<file path="config.mk">
export PLATFORM = sky130hd
export DESIGN_NAME = im2col_address_generator_core
export DESIGN_NICKNAME = d
export VERILOG_FILES = /design/src/sv/im2col_pkg.sv /design/src/sv/im2col_front.sv /design/src/sv/im2col_queue.sv /design/src/sv/im2col_back.sv /design/src/sv/im2col_address_generator_core.sv
export SDC_FILE = /design/constraint.sdc
export NUM_CORES = 2
export LEC_CHECK = 0
export ABC_AREA = 1
export BUFFER_PORTS_ARGS = -buffer_cell sky130_fd_sc_hd__buf_2
export CORE_MARGIN = 10
export CORE_UTILIZATION = 55
export CTS_BUF_LIST = sky130_fd_sc_hd__clkbuf_16
export DETAILED_ROUTE_END_ITERATION = 7
export PLACE_DENSITY = 0.71
export SLEW_MARGIN = 20
export SYNTH_ARGS = -nofsm -noshare
export SYNTH_HDL_FRONTEND = slang
export SYNTH_SLANG_ARGS = --single-unit
</file>
<file path="constraint.sdc">
create_clock -name clk -period 31.2 [get_ports clk]
set_input_delay 6.24 -clock clk [delete_from_list [all_inputs] [get_ports clk]]
set_output_delay 6.24 -clock clk [all_outputs]
set_load 0.05 [all_outputs]
</file>
<file path="src/sv/im2col_pkg.sv">
`timescale 1ns / 1ps
// Shared types, widths and helpers for the im2col address generator.
// Depends on nothing; every other file of the block imports it.
package im2col_pkg;

  // Widths of the walk counters and of the result fields.
  localparam int DIM_W   = 12;
  localparam int KER_W   = 4;
  localparam int CHN_W   = 10;
  localparam int BAT_W   = 6;
  localparam int CNT_W   = 48;
  localparam int SRC_W   = 40;

  // Widths of the decoded limits and of the small packed fields.
  localparam int LIM_K_W = 5;
  localparam int LIM_C_W = 11;
  localparam int LIM_B_W = 7;
  localparam int FLD_W   = 5;
  localparam int CLAMP_W = 12;

  // Configuration port.
  localparam int REG_IDX_W  = 3;
  localparam int CFG_DATA_W = 24;

  localparam logic [REG_IDX_W-1:0] REG_INPUT_SIZE  = 3'd0;
  localparam logic [REG_IDX_W-1:0] REG_OUTPUT_SIZE = 3'd1;
  localparam logic [REG_IDX_W-1:0] REG_KERNEL_SIZE = 3'd2;
  localparam logic [REG_IDX_W-1:0] REG_STRIDE      = 3'd3;
  localparam logic [REG_IDX_W-1:0] REG_PADDING     = 3'd4;
  localparam logic [REG_IDX_W-1:0] REG_DILATION    = 3'd5;
  localparam logic [REG_IDX_W-1:0] REG_CHANNELS    = 3'd6;
  localparam logic [REG_IDX_W-1:0] REG_BATCH       = 3'd7;

  // Queue between the walker and the address pipeline.
  localparam int QUEUE_DEPTH = 4;
  localparam int QPTR_W      = $clog2(QUEUE_DEPTH);

  // Decoded geometry, sizes clamped; the user keeps it stable while a job runs.
  typedef struct packed {
    logic [DIM_W-1:0]   ih;
    logic [DIM_W-1:0]   iw;
    logic [DIM_W-1:0]   oh;
    logic [DIM_W-1:0]   ow;
    logic [LIM_K_W-1:0] kh;
    logic [LIM_K_W-1:0] kw;
    logic [LIM_C_W-1:0] nc;
    logic [LIM_B_W-1:0] nb;
    logic [FLD_W-1:0]   sv;
    logic [FLD_W-1:0]   sh;
    logic [FLD_W-1:0]   pt;
    logic [FLD_W-1:0]   pl;
    logic [FLD_W-1:0]   dv;
    logic [FLD_W-1:0]   dh;
  } geom_t;

  // One position of the walk, as handed from the walker to the address pipeline.
  typedef struct packed {
    logic [BAT_W-1:0] batch_pos;
    logic [DIM_W-1:0] out_row;
    logic [DIM_W-1:0] out_col;
    logic [CHN_W-1:0] channel_pos;
    logic [KER_W-1:0] kernel_row;
    logic [KER_W-1:0] kernel_col;
    logic [CNT_W-1:0] column_count;
    logic             last;
  } elem_t;

  // Zero is taken as one, anything above the maximum as the maximum.
  function automatic logic [CLAMP_W-1:0] clamp_val(input logic [CLAMP_W-1:0] v,
                                                   input logic [CLAMP_W-1:0] hi);
    logic [CLAMP_W-1:0] r;
    if (v == '0) begin
      r = CLAMP_W'(1);
    end else if (v > hi) begin
      r = hi;
    end else begin
      r = v;
    end
    return r;
  endfunction

endpackage

</file>
<file path="src/sv/im2col_front.sv">
`timescale 1ns / 1ps
// Walker: takes input beats, keeps the nested walk counters and the running
// column count, and pushes one position per beat into the queue. Uses im2col_pkg.
module im2col_front import im2col_pkg::*; (
  input  logic  clk,
  input  logic  rst,
  input  geom_t geom,
  input  logic  in_valid,
  output logic  in_ready,
  input  logic  restart,
  input  logic  q_full,
  output logic  push,
  output elem_t elem
);

  logic [BAT_W-1:0] batch_pos;
  logic [DIM_W-1:0] out_row;
  logic [DIM_W-1:0] out_col;
  logic [CHN_W-1:0] channel_pos;
  logic [KER_W-1:0] kernel_row;
  logic [KER_W-1:0] kernel_col;
  logic [CNT_W-1:0] column_count;

  logic [BAT_W-1:0] cur_b;
  logic [DIM_W-1:0] cur_or;
  logic [DIM_W-1:0] cur_oc;
  logic [CHN_W-1:0] cur_ch;
  logic [KER_W-1:0] cur_kr;
  logic [KER_W-1:0] cur_kc;
  logic [CNT_W-1:0] cur_cc;

  logic [BAT_W:0] b_inc;
  logic [DIM_W:0] or_inc;
  logic [DIM_W:0] oc_inc;
  logic [CHN_W:0] ch_inc;
  logic [KER_W:0] kr_inc;
  logic [KER_W:0] kc_inc;
  logic b_wrap, or_wrap, oc_wrap, ch_wrap, kr_wrap, kc_wrap, last;

  assign in_ready = !q_full;
  assign push     = in_valid && in_ready;

  // A restart beat is emitted from the first position of the walk.
  always_comb begin
    cur_b  = restart ? '0 : batch_pos;
    cur_or = restart ? '0 : out_row;
    cur_oc = restart ? '0 : out_col;
    cur_ch = restart ? '0 : channel_pos;
    cur_kr = restart ? '0 : kernel_row;
    cur_kc = restart ? '0 : kernel_col;
    cur_cc = restart ? '0 : column_count;

    b_inc  = {1'b0, cur_b} + (BAT_W+1)'(1);
    or_inc = {1'b0, cur_or} + (DIM_W+1)'(1);
    oc_inc = {1'b0, cur_oc} + (DIM_W+1)'(1);
    ch_inc = {1'b0, cur_ch} + (CHN_W+1)'(1);
    kr_inc = {1'b0, cur_kr} + (KER_W+1)'(1);
    kc_inc = {1'b0, cur_kc} + (KER_W+1)'(1);

    b_wrap  = b_inc >= geom.nb;
    or_wrap = or_inc >= {1'b0, geom.oh};
    oc_wrap = oc_inc >= {1'b0, geom.ow};
    ch_wrap = ch_inc >= geom.nc;
    kr_wrap = kr_inc >= geom.kh;
    kc_wrap = kc_inc >= geom.kw;
    last    = b_wrap && or_wrap && oc_wrap && ch_wrap && kr_wrap && kc_wrap;

    elem.batch_pos    = cur_b;
    elem.out_row      = cur_or;
    elem.out_col      = cur_oc;
    elem.channel_pos  = cur_ch;
    elem.kernel_row   = cur_kr;
    elem.kernel_col   = cur_kc;
    elem.column_count = cur_cc;
    elem.last         = last;
  end

  // Counters carry from the kernel column outward; the last element wraps the walk.
  always_ff @(posedge clk) begin
    if (rst) begin
      batch_pos    <= '0;
      out_row      <= '0;
      out_col      <= '0;
      channel_pos  <= '0;
      kernel_row   <= '0;
      kernel_col   <= '0;
      column_count <= '0;
    end else if (push) begin
      if (last) begin
        batch_pos    <= '0;
        out_row      <= '0;
        out_col      <= '0;
        channel_pos  <= '0;
        kernel_row   <= '0;
        kernel_col   <= '0;
        column_count <= '0;
      end else begin
        column_count <= cur_cc + CNT_W'(1);
        kernel_col   <= kc_wrap ? '0 : kc_inc[KER_W-1:0];
        kernel_row   <= !kc_wrap ? cur_kr : (kr_wrap ? '0 : kr_inc[KER_W-1:0]);
        channel_pos  <= !(kc_wrap && kr_wrap) ? cur_ch :
                        (ch_wrap ? '0 : ch_inc[CHN_W-1:0]);
        out_col      <= !(kc_wrap && kr_wrap && ch_wrap) ? cur_oc :
                        (oc_wrap ? '0 : oc_inc[DIM_W-1:0]);
        out_row      <= !(kc_wrap && kr_wrap && ch_wrap && oc_wrap) ? cur_or :
                        (or_wrap ? '0 : or_inc[DIM_W-1:0]);
        batch_pos    <= !(kc_wrap && kr_wrap && ch_wrap && oc_wrap && or_wrap) ? cur_b :
                        (b_wrap ? '0 : b_inc[BAT_W-1:0]);
      end
    end
  end

endmodule

</file>
<file path="src/sv/im2col_queue.sv">
`timescale 1ns / 1ps
// Short first-in first-out queue of walk positions between the walker and the
// address pipeline. Uses im2col_pkg.
module im2col_queue import im2col_pkg::*; (
  input  logic  clk,
  input  logic  rst,
  input  logic  push,
  input  elem_t din,
  output logic  full,
  input  logic  pop,
  output logic  valid,
  output elem_t dout
);

  elem_t             mem [QUEUE_DEPTH];
  logic [QPTR_W-1:0] wr_ptr;
  logic [QPTR_W-1:0] rd_ptr;
  logic [QPTR_W:0]   count;

  assign full  = count == (QPTR_W+1)'(QUEUE_DEPTH);
  assign valid = count != '0;
  assign dout  = mem[rd_ptr];

  always_ff @(posedge clk) begin
    if (push) begin
      mem[wr_ptr] <= din;
    end
  end

  always_ff @(posedge clk) begin
    if (rst) begin
      wr_ptr <= '0;
      rd_ptr <= '0;
      count  <= '0;
    end else begin
      if (push) begin
        wr_ptr <= wr_ptr + QPTR_W'(1);
      end
      if (pop) begin
        rd_ptr <= rd_ptr + QPTR_W'(1);
      end
      if (push && !pop) begin
        count <= count + (QPTR_W+1)'(1);
      end else if (pop && !push) begin
        count <= count - (QPTR_W+1)'(1);
      end
    end
  end

endmodule

</file>
<file path="src/sv/im2col_back.sv">
`timescale 1ns / 1ps
// Address pipeline: four stages that turn a walk position into the image position,
// the padding flag and the linear source index. Uses im2col_pkg.
module im2col_back import im2col_pkg::*; (
  input  logic             clk,
  input  logic             rst,
  input  geom_t            geom,
  input  logic             q_valid,
  input  elem_t            q_data,
  output logic             q_pop,
  output logic             out_valid,
  input  logic             out_ready,
  output logic [SRC_W-1:0] source_index,
  output logic             is_padding,
  output logic [CNT_W-1:0] column_index,
  output logic             last
);

  localparam int PR_W  = DIM_W + FLD_W;
  localparam int PK_W  = KER_W + FLD_W;
  localparam int BC_W  = BAT_W + LIM_C_W;
  localparam int BCC_W = BC_W + 1;
  localparam int ROW_W = PR_W + 2;
  localparam int T_W   = BCC_W + DIM_W + 1;
  localparam int S_W   = T_W + DIM_W;

  logic advance;

  // Stage 1: partial products.
  logic             v1;
  logic [PR_W-1:0]  prv1, prh1;
  logic [PK_W-1:0]  pkv1, pkh1;
  logic [BC_W-1:0]  bc1;
  logic [CHN_W-1:0] ch1;
  logic [CNT_W-1:0] cc1;
  logic             last1;

  // Stage 2: signed image position, padding test, batch-channel plane.
  logic             v2;
  logic [ROW_W-1:0] row2, col2;
  logic             pad2;
  logic [BCC_W-1:0] bcc2;
  logic [CNT_W-1:0] cc2;
  logic             last2;
  logic [ROW_W-1:0] row_c, col_c;
  logic             pad_c;

  // Stage 3: row-linear index.
  logic             v3;
  logic [T_W-1:0]   t3;
  logic [DIM_W-1:0] col3;
  logic             pad3;
  logic [CNT_W-1:0] cc3;
  logic             last3;
  logic [T_W-1:0]   t_c;

  // Stage 4: result register.
  logic             v4;
  logic [S_W-1:0]   s_c;

  // The whole pipeline holds while a result waits at the output.
  assign advance = !v4 || out_ready;
  assign q_pop   = advance && q_valid;

  always_comb begin
    // Both sums are non-negative before the padding offset comes off, so the sign
    // bit of the extra headroom marks positions above or left of the image.
    row_c = ROW_W'(prv1) + ROW_W'(pkv1) - ROW_W'(geom.pt);
    col_c = ROW_W'(prh1) + ROW_W'(pkh1) - ROW_W'(geom.pl);
    pad_c = row_c[ROW_W-1] || (row_c[ROW_W-2:0] >= (ROW_W-1)'(geom.ih)) ||
            col_c[ROW_W-1] || (col_c[ROW_W-2:0] >= (ROW_W-1)'(geom.iw));
    t_c   = T_W'(bcc2) * T_W'(geom.ih) + T_W'(row2[DIM_W-1:0]);
    s_c   = S_W'(t3) * S_W'(geom.iw) + S_W'(col3);
  end

  always_ff @(posedge clk) begin
    if (rst) begin
      v1 <= 1'b0;
      v2 <= 1'b0;
      v3 <= 1'b0;
      v4 <= 1'b0;
    end else if (advance) begin
      v1 <= q_valid;
      v2 <= v1;
      v3 <= v2;
      v4 <= v3;
    end
  end

  always_ff @(posedge clk) begin
    if (advance) begin
      prv1  <= PR_W'(q_data.out_row) * PR_W'(geom.sv);
      prh1  <= PR_W'(q_data.out_col) * PR_W'(geom.sh);
      pkv1  <= PK_W'(q_data.kernel_row) * PK_W'(geom.dv);
      pkh1  <= PK_W'(q_data.kernel_col) * PK_W'(geom.dh);
      bc1   <= BC_W'(q_data.batch_pos) * BC_W'(geom.nc);
      ch1   <= q_data.channel_pos;
      cc1   <= q_data.column_count;
      last1 <= q_data.last;

      row2  <= row_c;
      col2  <= col_c;
      pad2  <= pad_c;
      bcc2  <= BCC_W'(bc1) + BCC_W'(ch1);
      cc2   <= cc1;
      last2 <= last1;

      t3    <= t_c;
      col3  <= col2[DIM_W-1:0];
      pad3  <= pad2;
      cc3   <= cc2;
      last3 <= last2;

      source_index <= pad3 ? '0 : s_c[SRC_W-1:0];
      is_padding   <= pad3;
      column_index <= cc3;
      last         <= last3;
    end
  end

  assign out_valid = v4;

endmodule

</file>
<file path="src/sv/im2col_address_generator_core.sv">
`timescale 1ns / 1ps
// im2col address generator. Each input beat either restarts the walk (restart = 1)
// or advances it by one column matrix element, and gives exactly one output beat with
// the source image index, the padding flag and the column index; tlast marks the final
// element of the job, after which the walk wraps to the start. The walker takes one
// beat per cycle into a four-entry queue while it is not full, and a four-stage address
// pipeline (three multiply levels for batch-channel, row and column) drains it, so the
// block sustains one element per cycle while the output is not stalled. Configuration
// must be written through the cfg port only while no job is in flight, which the block
// does not enforce. Sizes, channels, batch clamp to parameter maxima. Uses im2col_pkg.
module im2col_address_generator_core import im2col_pkg::*; #(
  parameter int MAX_DIM      = 4095,
  parameter int MAX_KERNEL   = 16,
  parameter int MAX_CHANNELS = 1024,
  parameter int MAX_BATCH    = 64
) (
  input  logic                  clk,
  input  logic                  rst,
  input  logic                  s_tvalid,
  output logic                  s_tready,
  input  logic [7:0]            s_tdata,   // [0] restart, [7:1] zero
  output logic                  m_tvalid,
  input  logic                  m_tready,
  output logic [87:0]           m_tdata,   // [39:0] source_index, [87:40] column_index
  output logic                  m_tuser,   // [0] is_padding
  output logic                  m_tlast,
  input  logic                  cfg_valid,
  output logic                  cfg_ready,
  input  logic [REG_IDX_W-1:0]  cfg_index,
  input  logic [CFG_DATA_W-1:0] cfg_data
);

  logic [23:0]   input_size;
  logic [23:0]   output_size;
  logic [9:0]    kernel_size;
  logic [9:0]    stride;
  logic [9:0]    padding;
  logic [9:0]    dilation;
  logic [10:0]   channels;
  logic [6:0]    batch;

  geom_t            geom;
  logic             push;
  elem_t            elem;
  logic             q_full;
  logic             q_pop;
  logic             q_valid;
  elem_t            q_head;
  logic [SRC_W-1:0] source_index;
  logic [CNT_W-1:0] column_index;

  assign cfg_ready = 1'b1;

  always_ff @(posedge clk) begin
    if (rst) begin
      input_size  <= 24'd4097;
      output_size <= 24'd4097;
      kernel_size <= 10'd33;
      stride      <= 10'd33;
      padding     <= 10'd0;
      dilation    <= 10'd33;
      channels    <= 11'd1;
      batch       <= 7'd1;
    end else if (cfg_valid && cfg_ready) begin
      unique case (cfg_index)
        REG_INPUT_SIZE:  input_size  <= cfg_data[23:0];
        REG_OUTPUT_SIZE: output_size <= cfg_data[23:0];
        REG_KERNEL_SIZE: kernel_size <= cfg_data[9:0];
        REG_STRIDE:      stride      <= cfg_data[9:0];
        REG_PADDING:     padding     <= cfg_data[9:0];
        REG_DILATION:    dilation    <= cfg_data[9:0];
        REG_CHANNELS:    channels    <= cfg_data[10:0];
        REG_BATCH:       batch       <= cfg_data[6:0];
      endcase
    end
  end

  always_comb begin
    geom.ih = clamp_val(input_size[23:12], CLAMP_W'(MAX_DIM));
    geom.iw = clamp_val(input_size[11:0], CLAMP_W'(MAX_DIM));
    geom.oh = clamp_val(output_size[23:12], CLAMP_W'(MAX_DIM));
    geom.ow = clamp_val(output_size[11:0], CLAMP_W'(MAX_DIM));
    geom.kh = LIM_K_W'(clamp_val(CLAMP_W'(kernel_size[9:5]), CLAMP_W'(MAX_KERNEL)));
    geom.kw = LIM_K_W'(clamp_val(CLAMP_W'(kernel_size[4:0]), CLAMP_W'(MAX_KERNEL)));
    geom.nc = LIM_C_W'(clamp_val(CLAMP_W'(channels), CLAMP_W'(MAX_CHANNELS)));
    geom.nb = LIM_B_W'(clamp_val(CLAMP_W'(batch), CLAMP_W'(MAX_BATCH)));
    geom.sv = stride[9:5];
    geom.sh = stride[4:0];
    geom.pt = padding[9:5];
    geom.pl = padding[4:0];
    geom.dv = dilation[9:5];
    geom.dh = dilation[4:0];
  end

  im2col_front u_front (
    .clk      (clk),
    .rst      (rst),
    .geom     (geom),
    .in_valid (s_tvalid),
    .in_ready (s_tready),
    .restart  (s_tdata[0]),
    .q_full   (q_full),
    .push     (push),
    .elem     (elem)
  );

  im2col_queue u_queue (
    .clk   (clk),
    .rst   (rst),
    .push  (push),
    .din   (elem),
    .full  (q_full),
    .pop   (q_pop),
    .valid (q_valid),
    .dout  (q_head)
  );

  im2col_back u_back (
    .clk          (clk),
    .rst          (rst),
    .geom         (geom),
    .q_valid      (q_valid),
    .q_data       (q_head),
    .q_pop        (q_pop),
    .out_valid    (m_tvalid),
    .out_ready    (m_tready),
    .source_index (source_index),
    .is_padding   (m_tuser),
    .column_index (column_index),
    .last         (m_tlast)
  );

  assign m_tdata = {column_index, source_index};

  // A padded element never carries a source index.
  a_pad_zero: assert property (@(posedge clk) disable iff (rst)
    m_tvalid && m_tuser |-> m_tdata[SRC_W-1:0] == '0)
    else $error("padded element with nonzero source index");

  // The address pipeline only takes from the queue when it holds a position.
  a_pop_nonempty: assert property (@(posedge clk) disable iff (rst)
    q_pop |-> q_valid)
    else $error("queue popped while empty");

  // A beat that stalls at the output keeps the queue from draining.
  a_stall_holds: assert property (@(posedge clk) disable iff (rst)
    m_tvalid && !m_tready |-> !q_pop)
    else $error("queue drained while the output is stalled");

endmodule
</file>
==> qor.log <==
[setup_path] Top cell by count, worst path nand2_1
[floorplan] count of standard-cell rows 130
[cts] number of clock sinks 1006
[synthesis] number of register bits inferred by synthesis 1006
[global_route] wire length of the first global-routing pass 261 mm
[drt] number of remaining DRC errors 0
[cts] TritonCTS clock tree built
[pwr] switching power share of the total 42.9%
[setup_path] largest stage delay on the critical path 770 ps
[global_route] total routing usage reported by global routing 23.0%
[synthesis] ranking of synthesized cells by instance count nand2_1 (1610), inv_1 (1474), edfxtp_1 (791)
[timing] maximum operating frequency 92.8 MHz
[timing] share of the clock period used by the worst path 34.5%
[synthesis] Net Count, Synth 8553
[place] Final HPWL DP 119 mm
[place] Cell Count Post-Placement 9042
[setup_path] Crit. End Element flip-flop
[pwr] design internal power 3560 uW
[floorplan] effective utilization at floorplan 55.2%
[global_route] number of antenna violations at the first check in global routing 5
[synthesis] synthesized area per cell 9.22 sq um
[timing] Setup TNS 0 ps
[cts] count of hold buffers inserted by post-cts repair 0
[setup_path] cell chain of the critical path buf_4 > buf_4 > inv_6 > nand2_1 > inv_1 > ha_1 > xor2_1 > inv_1 > ha_1 > a21oi_1 > o21a_1 > nand3_2 > nand2_1 > inv_2 > nand2_2 > clkinv_2 > nand3_2 > nand2_1 > inv_2 > nand2_1 > a21oi_1
[synthesis] sequential element share of the synthesized area 40.6%
[min_path] path type of the worst min-delay path flip-flop to flip-flop
[cts] CTS clk-pin slew, worst paths 60 ps
[cts] number of H-tree levels 3
[drt] count of antenna-violating nets left after detailed routing 0
[synthesis] Most used DFF post-synth edfxtp_1
[synthesis] number of standard cells after synthesis 7499
[timing] Worst-Margin Slew 1060 ps
[drt] Total Routed Length 162 mm
[synthesis] cell area after synthesis 0.0691 sq mm
[drt] initial drt markers 3546
[pwr] static leakage power 0.0350 uW
[setup_path] Worst Setup Start Kind input pin
[synthesis] cell types occupying the most area after synthesis edfxtp_1 (34%), fa_1 (17%), nand2_1 (8.7%)
[pwr] combinational share of power 45.3%
[global_route] via count of the first global-routing pass 49500
[setup_path] crit path DAT 11430 ps
[synthesis] area share of the largest cell type after synthesis 34.4%
[global_route] Overflow after GRT 0
[layout] number of standard cells in the final layout excluding fillers 9238
[drt] Pre-Repair DR Iteration Count 6
[timing] Final Setup Violations 0
[pwr] part of the total power dissipated in the clock network 21.0%
[setup_path] maximum fanout along the worst path 51
[cts] post-cts resize count 0
[synthesis] distinct cell type count of the synthesized netlist 63
[floorplan] count of boundary I/O pins 133
[drt] routed length per placed instance 17.5 microns
[cts] clock buffer count from CTS 104
[pwr] power per standard cell area 83.4 mW/mm^2
[cts] clock root buffer clkbuf_16
[floorplan] width of the die 375 microns
[setup_path] Worst Setup Path Type input pin to flip-flop
[timing] setup repair after global routing missed its margin false
[pwr] share of total power in sequential cells 33.6%
[layout] fraction of final layout cells sized beyond drive strength 1 5.54%
[setup_path] register-to-register setup slack 23740 ps
[pwr] switching power total 2670 uW
[drt] Via density 5.34
[run] number of maximum-capacitance violations 0
[synthesis] most instantiated library cell after synthesis nand2_1
[synthesis] cell type with the highest aggregate area in the netlist edfxtp_1
[place] IO Port Bufs 124
[timing] Final Max Tran Viols 0
[synthesis] number of warnings issued by yosys 0
[global_route] maximum number of pins on one net before global-route repair 160
[timing] Tmin final 10780 ps
[synthesis] async set-reset flop share out of synthesis 0%
[layout] count of nets after finishing 8552
[floorplan] floorplan die height 375 microns
[place] GPL Wtd Cong 0.906
[floorplan] area of the core 0.125 sq mm
[drt] Via Count 49300
[timing] worst-case clock skew 51.4 ps
[pwr] worst supply voltage drop on vdd 70.2 uV
[setup_path] CP max stage cell buf_4
[setup_path] required time of the worst setup path 31850 ps
[cts] number of setup buffers added after CTS 0
[layout] Area Growth Syn to Fin 8.11%
[timing] number of hold-slack violations in the final timing report 0
[cts] source-to-sink clock delay at the later pin of the worst-skew pair 730 ps
[floorplan] DIE AREA 0.140 sq mm
[synthesis] number of synthesized flops with an enable pin 791
[cts] maximum clock path buffer count 3
[status] result of the run finished, final reports clean
[timing] headroom to the max-slew limit 29.4%
metal layers:
metal  wire (microns)  track usage [%]  vias to the layer above  share of wire (%)
li1                 -                -                    23600                  -
met1            69900             31.2                    23800                 43
met2            75600             37.7                     1561                 47
met3            11200             3.97                      286                7.0
met4             4890             7.16                        2                3.0
met5               18                0                        -              0.011
cells in the final DEF, fill, tap and decap left out, drive strengths merged, types with 2 or more instances in the layout:
master	n
ha	422
xnor2	45
a31oi	18
nand3b	8
o21bai	15
inv	1501
a21boi	5
o21a	11
o211ai	11
o2111ai	2
diode	2
fa	592
nor3	47
nand4	47
or3	2
buf	161
bufinv	19
o31ai	7
edfxtp	791
nand2	1621
dfxtp	215
clkbuf	104
a21o	15
o221ai	3
nand3	218
or2	2
nor3b	5
nor4	20
clkinv	53
o21ai	356
clkinvlp	7
xor2	140
a21oi	384
nor2	659
o22ai	68
power groups by stage:
stage	clock network, uW	registers (uW)	logic [uW]
after floorplan	0	2100	1980
after global placement	0	2110	2750
after detailed placement	0	2120	2810
after CTS	1340	2090	2830
after global routing	1390	2120	3200
final	1310	2100	2830
flip-flops by register name, summed over array words and instances, names as in the netlist, 11 cells and up, named ones only:
| name | count |
|---|---|
| u_back.cc2 | 48 |
| u_front.column_count | 48 |
| u_back.cc3 | 48 |
| u_back.bcc2 | 18 |
| u_front.out_col | 12 |
| u_back.prh1 | 17 |
| u_back.source_index | 40 |
| u_back.t3 | 31 |
| u_queue.mem | 388 |
| u_front.out_row | 12 |
| u_back.cc1 | 48 |
| u_back.column_index | 48 |
| u_back.row2 | 12 |
| output_size | 24 |
| u_back.bc1 | 17 |
| u_back.col2 | 12 |
| u_back.prv1 | 17 |
| input_size | 24 |
| channels | 11 |
| u_back.col3 | 12 |
final timing paths:
path | from | end | cells past startpoint
max | s_tdata[0] | u_front.out_row[6]$_SDFFE_PP0P_ | 21
max reg2reg | input_size[20]$_SDFFE_PP0P_ | u_back.t3[22]$_DFFE_PP_ | 23
min | u_back.cc1[10]$_DFFE_PP_ | u_back.cc2[10]$_DFFE_PP_ | 0
min reg2reg | u_back.cc1[10]$_DFFE_PP_ | u_back.cc2[10]$_DFFE_PP_ | 0
critical path: cells and delay by family:
| kind | cells | cell delay [ps] |
|---|---|---|
| xor+xnor | 1 | 160 |
| compound gates | 3 | 410 |
| buf+inv | 8 | 2440 |
| fa+ha+maj | 2 | 590 |
| simple gates | 7 | 1530 |
cell type report:
| cell class | instances | area, sq um |
|---|---|---|
| Fill cell | 10500 | 50500 |
| Multi-Input combinational cell | 4735 | 34400 |
| Sequential cell | 1006 | 28100 |
| Inverter | 1490 | 5610 |
| Clock buffer | 104 | 2600 |
| Tap cell | 1650 | 2060 |
| Clock inverter | 90 | 1060 |
| Timing Repair Buffer | 161 | 916 |
| Antenna cell | 2 | 5.00 |
through the flow:
step	util, %	worst slack [ps]	total power, uW	hold WS [ps]	cell area [sq um]
floorplan	-	16310	4080	400	69100
finish	59.7	20420	6230	403	74700
CTS	59.7	20490	6260	401	74700
detailed placement	56.7	19710	4930	405	71100
global route	59.7	20090	6720	409	74700
global placement	56.7	19780	4860	403	71100
logic make-up after synthesis:
family	Yosys count	synth area share, %
buffers and inverters	1758	9.70
adders and majority gates	1014	24.8
other	1	0.00542
DFF	1006	40.6
AOI/OAI and AO/OA	903	7.02
and+or+nand+nor	2632	15.6
xor gates and xnor gates	185	2.34
No activity file was read; power rests on OpenSTA's default activity.
